[config.mk]
export PLATFORM = sky130hd
export DESIGN_NAME = ipt_front
export DESIGN_NICKNAME = d
export VERILOG_FILES = /design/src/sv/ipt_pkg.sv /design/src/sv/ipt_front.sv
export SDC_FILE = /design/constraint.sdc
export NUM_CORES = 1
export LEC_CHECK = 0
export ABC_AREA = 1
export BUFFER_PORTS_ARGS = -buffer_cell sky130_fd_sc_hd__buf_2
export CAP_MARGIN = 20
export CORE_UTILIZATION = 40
export CTS_BUF_LIST = sky130_fd_sc_hd__clkbuf_16
export DETAILED_ROUTE_END_ITERATION = 10
export PLACE_DENSITY = 0.65
export SLEW_MARGIN = 20
export SYNTH_ARGS = -nofsm -noshare
export SYNTH_HDL_FRONTEND = slang
export SYNTH_SLANG_ARGS = --single-unit
[constraint.sdc]
create_clock -name clk -period 5.6 [get_ports clk]
set_input_delay 0.84 -clock clk [delete_from_list [all_inputs] [get_ports clk]]
set_output_delay 0.84 -clock clk [all_outputs]
set_load 0.05 [all_outputs]
[src/sv/ipt_pkg.sv]
// ----------------------------------------------------------------------------
// ipt_pkg: shared types and constants for the IPv4 prefix trie unit
// Node memory geometry, action and status codes, front-to-back command.
// ----------------------------------------------------------------------------
`default_nettype none
package ipt_pkg;
  localparam int NODE_COUNT = 1024;
  localparam int KEY_BITS   = 32;
  localparam int NW         = $clog2(NODE_COUNT);
  localparam int CW         = $clog2(NODE_COUNT + 1);
  localparam int LW         = $clog2(KEY_BITS + 1);

  localparam logic [1:0] ACT_INSERT = 2'd0;
  localparam logic [1:0] ACT_DELETE = 2'd1;
  localparam logic [1:0] ACT_FIND   = 2'd2;
  localparam logic [1:0] ACT_UNUSED = 2'd3;

  localparam logic [1:0] ST_OK       = 2'd0;
  localparam logic [1:0] ST_PRESENT  = 2'd1;
  localparam logic [1:0] ST_NOTFOUND = 2'd2;
  localparam logic [1:0] ST_NONODE   = 2'd3;

  typedef struct packed {
    logic [1:0]          action;
    logic [KEY_BITS-1:0] key;
    logic [LW-1:0]       plen;
    logic [7:0]          value;
  } cmd_t;

  typedef enum logic [3:0] {
    S_IDLE, S_RD, S_WT, S_EV, S_POP, S_POPW, S_ALLOC, S_FIN,
    S_PRD, S_PWT, S_PEV, S_DONE
  } bstate_t;

  // prefix length = leading ones of the mask; the highest zero bit sets it
  function automatic logic [LW-1:0] prefix_len(input logic [KEY_BITS-1:0] m);
    logic [LW-1:0] n;
    n = LW'(KEY_BITS);
    for (int i = 0; i < KEY_BITS; i++) begin
      if (!m[i]) n = LW'(KEY_BITS - 1 - i);
    end
    return n;
  endfunction
endpackage
`default_nettype wire

[src/sv/ipt_front.sv]
// ----------------------------------------------------------------------------
// ipt_front: command intake
// Accepts items, reduces the mask to a prefix length, queues commands.
// ----------------------------------------------------------------------------
`default_nettype none
module ipt_front import ipt_pkg::*; (
  input  wire logic                clk,
  input  wire logic                rst,
  input  wire logic                take,
  input  wire logic [1:0]          action,
  input  wire logic [KEY_BITS-1:0] key,
  input  wire logic [KEY_BITS-1:0] prefix_mask,
  input  wire logic [7:0]          entry_value,
  output logic                     full,
  output logic                     q_valid,
  output cmd_t                     q_cmd,
  input  wire logic                q_pop
);
  cmd_t       slot [2];
  logic       wp, rp;
  logic [1:0] cnt;

  assign full    = cnt == 2'd2;
  assign q_valid = cnt != 2'd0;
  assign q_cmd   = slot[rp];

  always_ff @(posedge clk) begin
    if (take) slot[wp] <= '{action, key, prefix_len(prefix_mask), entry_value};
    if (rst) begin
      wp <= 1'b0; rp <= 1'b0; cnt <= 2'd0;
    end else begin
      if (take) wp <= ~wp;
      if (q_pop) rp <= ~rp;
      cnt <= cnt + 2'(take) - 2'(q_pop);
    end
  end

  a_no_overflow: assert property (@(posedge clk) disable iff (rst) take |-> !full)
    else $error("queue overflow");
  a_no_underflow: assert property (@(posedge clk) disable iff (rst) q_pop |-> q_valid)
    else $error("queue underflow");
  a_cnt_range: assert property (@(posedge clk) disable iff (rst) cnt != 2'd3)
    else $error("queue count");
endmodule
`default_nettype wire

==> metrics <==
RSZ-0062 raised after global routing=no; synth unique cells=22; skew final=6.76 ps; die width=102 microns; Least-Margin Pin Slew=1060 ps; crit path time final=2610 ps; critical path type=reg -> out; CP max FO=48; DR vias/cell=4.72; port bufs=127; die area=0.0104 sq mm; vias=approximately 2500; WP data arrival=about 1800 ps; Register Area=0.00299 sq mm; GRT Total Usage=0.142; Slew headroom=0.293; htree depth=3; antenna viol nets, final=0; Final nets=469; peak supply drop=164 uV; Starting Density=0.412; # fillers=roughly 850; worst slack, placed=3110 ps; final WL=7170 microns; utilization after layout=0.524; Post-route DRC=0; clk_lat worst skew=320 ps; Overflow after GRT=0; power density over the cells=353 mW/mm^2; Max Root-Sink Buffers=2; first-pass GRT wire length=11100 microns; Clock transition at path regs=approximately 60 ps; FMAX=384 MHz; postcts setup bufs=0; number of antenna cells inserted=0; largest net degree at the start of global routing=50; final number of setup-violating endpoints=0; total CTS buffers=9; TritonCTS clock tree=yes; syn nets=335; CP required=between 4000 and 5000 ps; DIE HEIGHT=around 100 microns; area grow syn2layout=27.2%; initial antenna violation count=0; Synth Warn #=0; Rows=36; Final Max Tran Viols=0; sequential area share after synthesis=0.744; I/O pin cnt=128; RePlAce Congestion=approximately 0.73; nature of the critical path endpoint=output pin; post-synthesis cell area=about 0.004 sq mm; placed cell area=0.00481 sq mm; number of global-route vias before repair=roughly 2500; post_cts resized=0; worst min path class=reg -> reg; multi-input logic area=961 sq um; Critical R2R Launch=wp; Overall Power=1.80 mW; Mapped Cells=255; Final Hold Fails=0; clk root buf=clkbuf_16; Iter 0 DRT Violations=26; max-cap viol count=0; most common cell after layout, fill and taps aside=buf_2; DR WL/cell=between 10 and 15 microns; layout cells sized above 1=0.494; crit start category=flop; core footprint=0.00973 sq mm; worst setup margin=2990 ps; setup TNS=0 ps; Avg Inst Size Synth=roughly 16 sq um; #FFs+latches synth=around 100; clk sinks=101; outcome=completed; CTS Hold Bufs=0; Worst Hold Launch=rp; placed wire-length estimate=5020 microns; final worst-path cycle share=0.466; first-pass detailed-route iteration total=4; Leak=around 2 nW; most frequent cells in the layout=127 x buf_2, 96 x edfxtp_1, 48 x mux2_2; post-route cell area=0.00510 sq mm
==> where the power goes <==
part	internal [mW]	leakage, nW	switching, mW	total [mW]
clock	0.344	0.139	0.251	0.595
sequential	0.873	0.941	0.0231	0.897
combinational	0.0945	0.950	0.214	0.308
==> cells in the mapped netlist <==
library cell,n,share of area
nor3b_1,1,0.0019
clkbuf_1,5,0.0047
nand3_1,4,0.0050
nand4_1,3,0.0047
o21bai_1,1,0.0019
xnor2_1,1,0.0022
mux2_2,48,0.13
or3_1,1,0.0016
nor2_1,13,0.012
edfxtp_1,96,0.72
o211ai_1,1,0.0019
nor3_1,4,0.0050
inv_1,14,0.013
nand2_1,44,0.041
a21oi_2,1,0.0022
xor2_1,1,0.0022
ha_1,2,0.0062
a31oi_1,4,0.0062
o21ai_0,2,0.0025
a21oi_1,2,0.0025
dfxtp_1,5,0.025
a21boi_0,2,0.0037
==> area by class of cell <==
cell class,instances,share of cell area
flip-flops and latches,101,0.586
multi-input cells,135,0.188
repair buffers,128,0.126
clock buffers,9,0.0442
well taps,133,0.0326
clock inverters,6,0.0125
inverters,14,0.0103
==> kinds of logic (layout without fill, tap and decap cells) <==
group,after synthesis,count (layout),share of synthesized area
AO/OA/AOI/OAI,13,13,0.0209
XOR/XNOR,2,2,0.00437
adder cells (fa/ha/maj),2,2,0.00624
buffers and inverters,19,157,0.0178
flip-flops,101,101,0.744
multiplexers,48,48,0.135
AND/OR/NAND/NOR,70,70,0.0715
==> registers in the layout, indices dropped and copies added (netlist names), named ones only <==
signal and count:
rp 1, slot 96, cnt 2, wp 1
==> worst max-delay path: stages, from the launching register on <==
cell	delay (ps)
dfxtp_4	760
mux2_2	420
buf_2	220
==> metal layers <==
| layer | GRT usage | wire length (microns) | vias up |
|---|---|---|---|
| li1 | - | - | 1208 |
| met1 | 0.169 | 3050 | 1185 |
| met2 | 0.244 | 3550 | 88 |
| met3 | 0.0499 | 513 | 4 |
| met4 | 0.0429 | 51 | 0 |
| met5 | 0 | 0 | - |
==> metrics by stage <==
step                hold WS, ps  instances
floorplan                   480        255
global placement            496        511
detailed placement          513        511
CTS                         539        526
global route                561        526
finish                      528        526
==> worst paths after layout <==
kind | slack [ps] | endpoint | cells past startpoint
setup / recovery | 2990 | q_cmd[11] | 2
hold / removal | 530 | flop | 2
setup reg to reg | 3860 | slot[0][33] | 2
hold reg to reg | 530 | flop | 2
No activity file was read; power rests on OpenSTA's default activity.
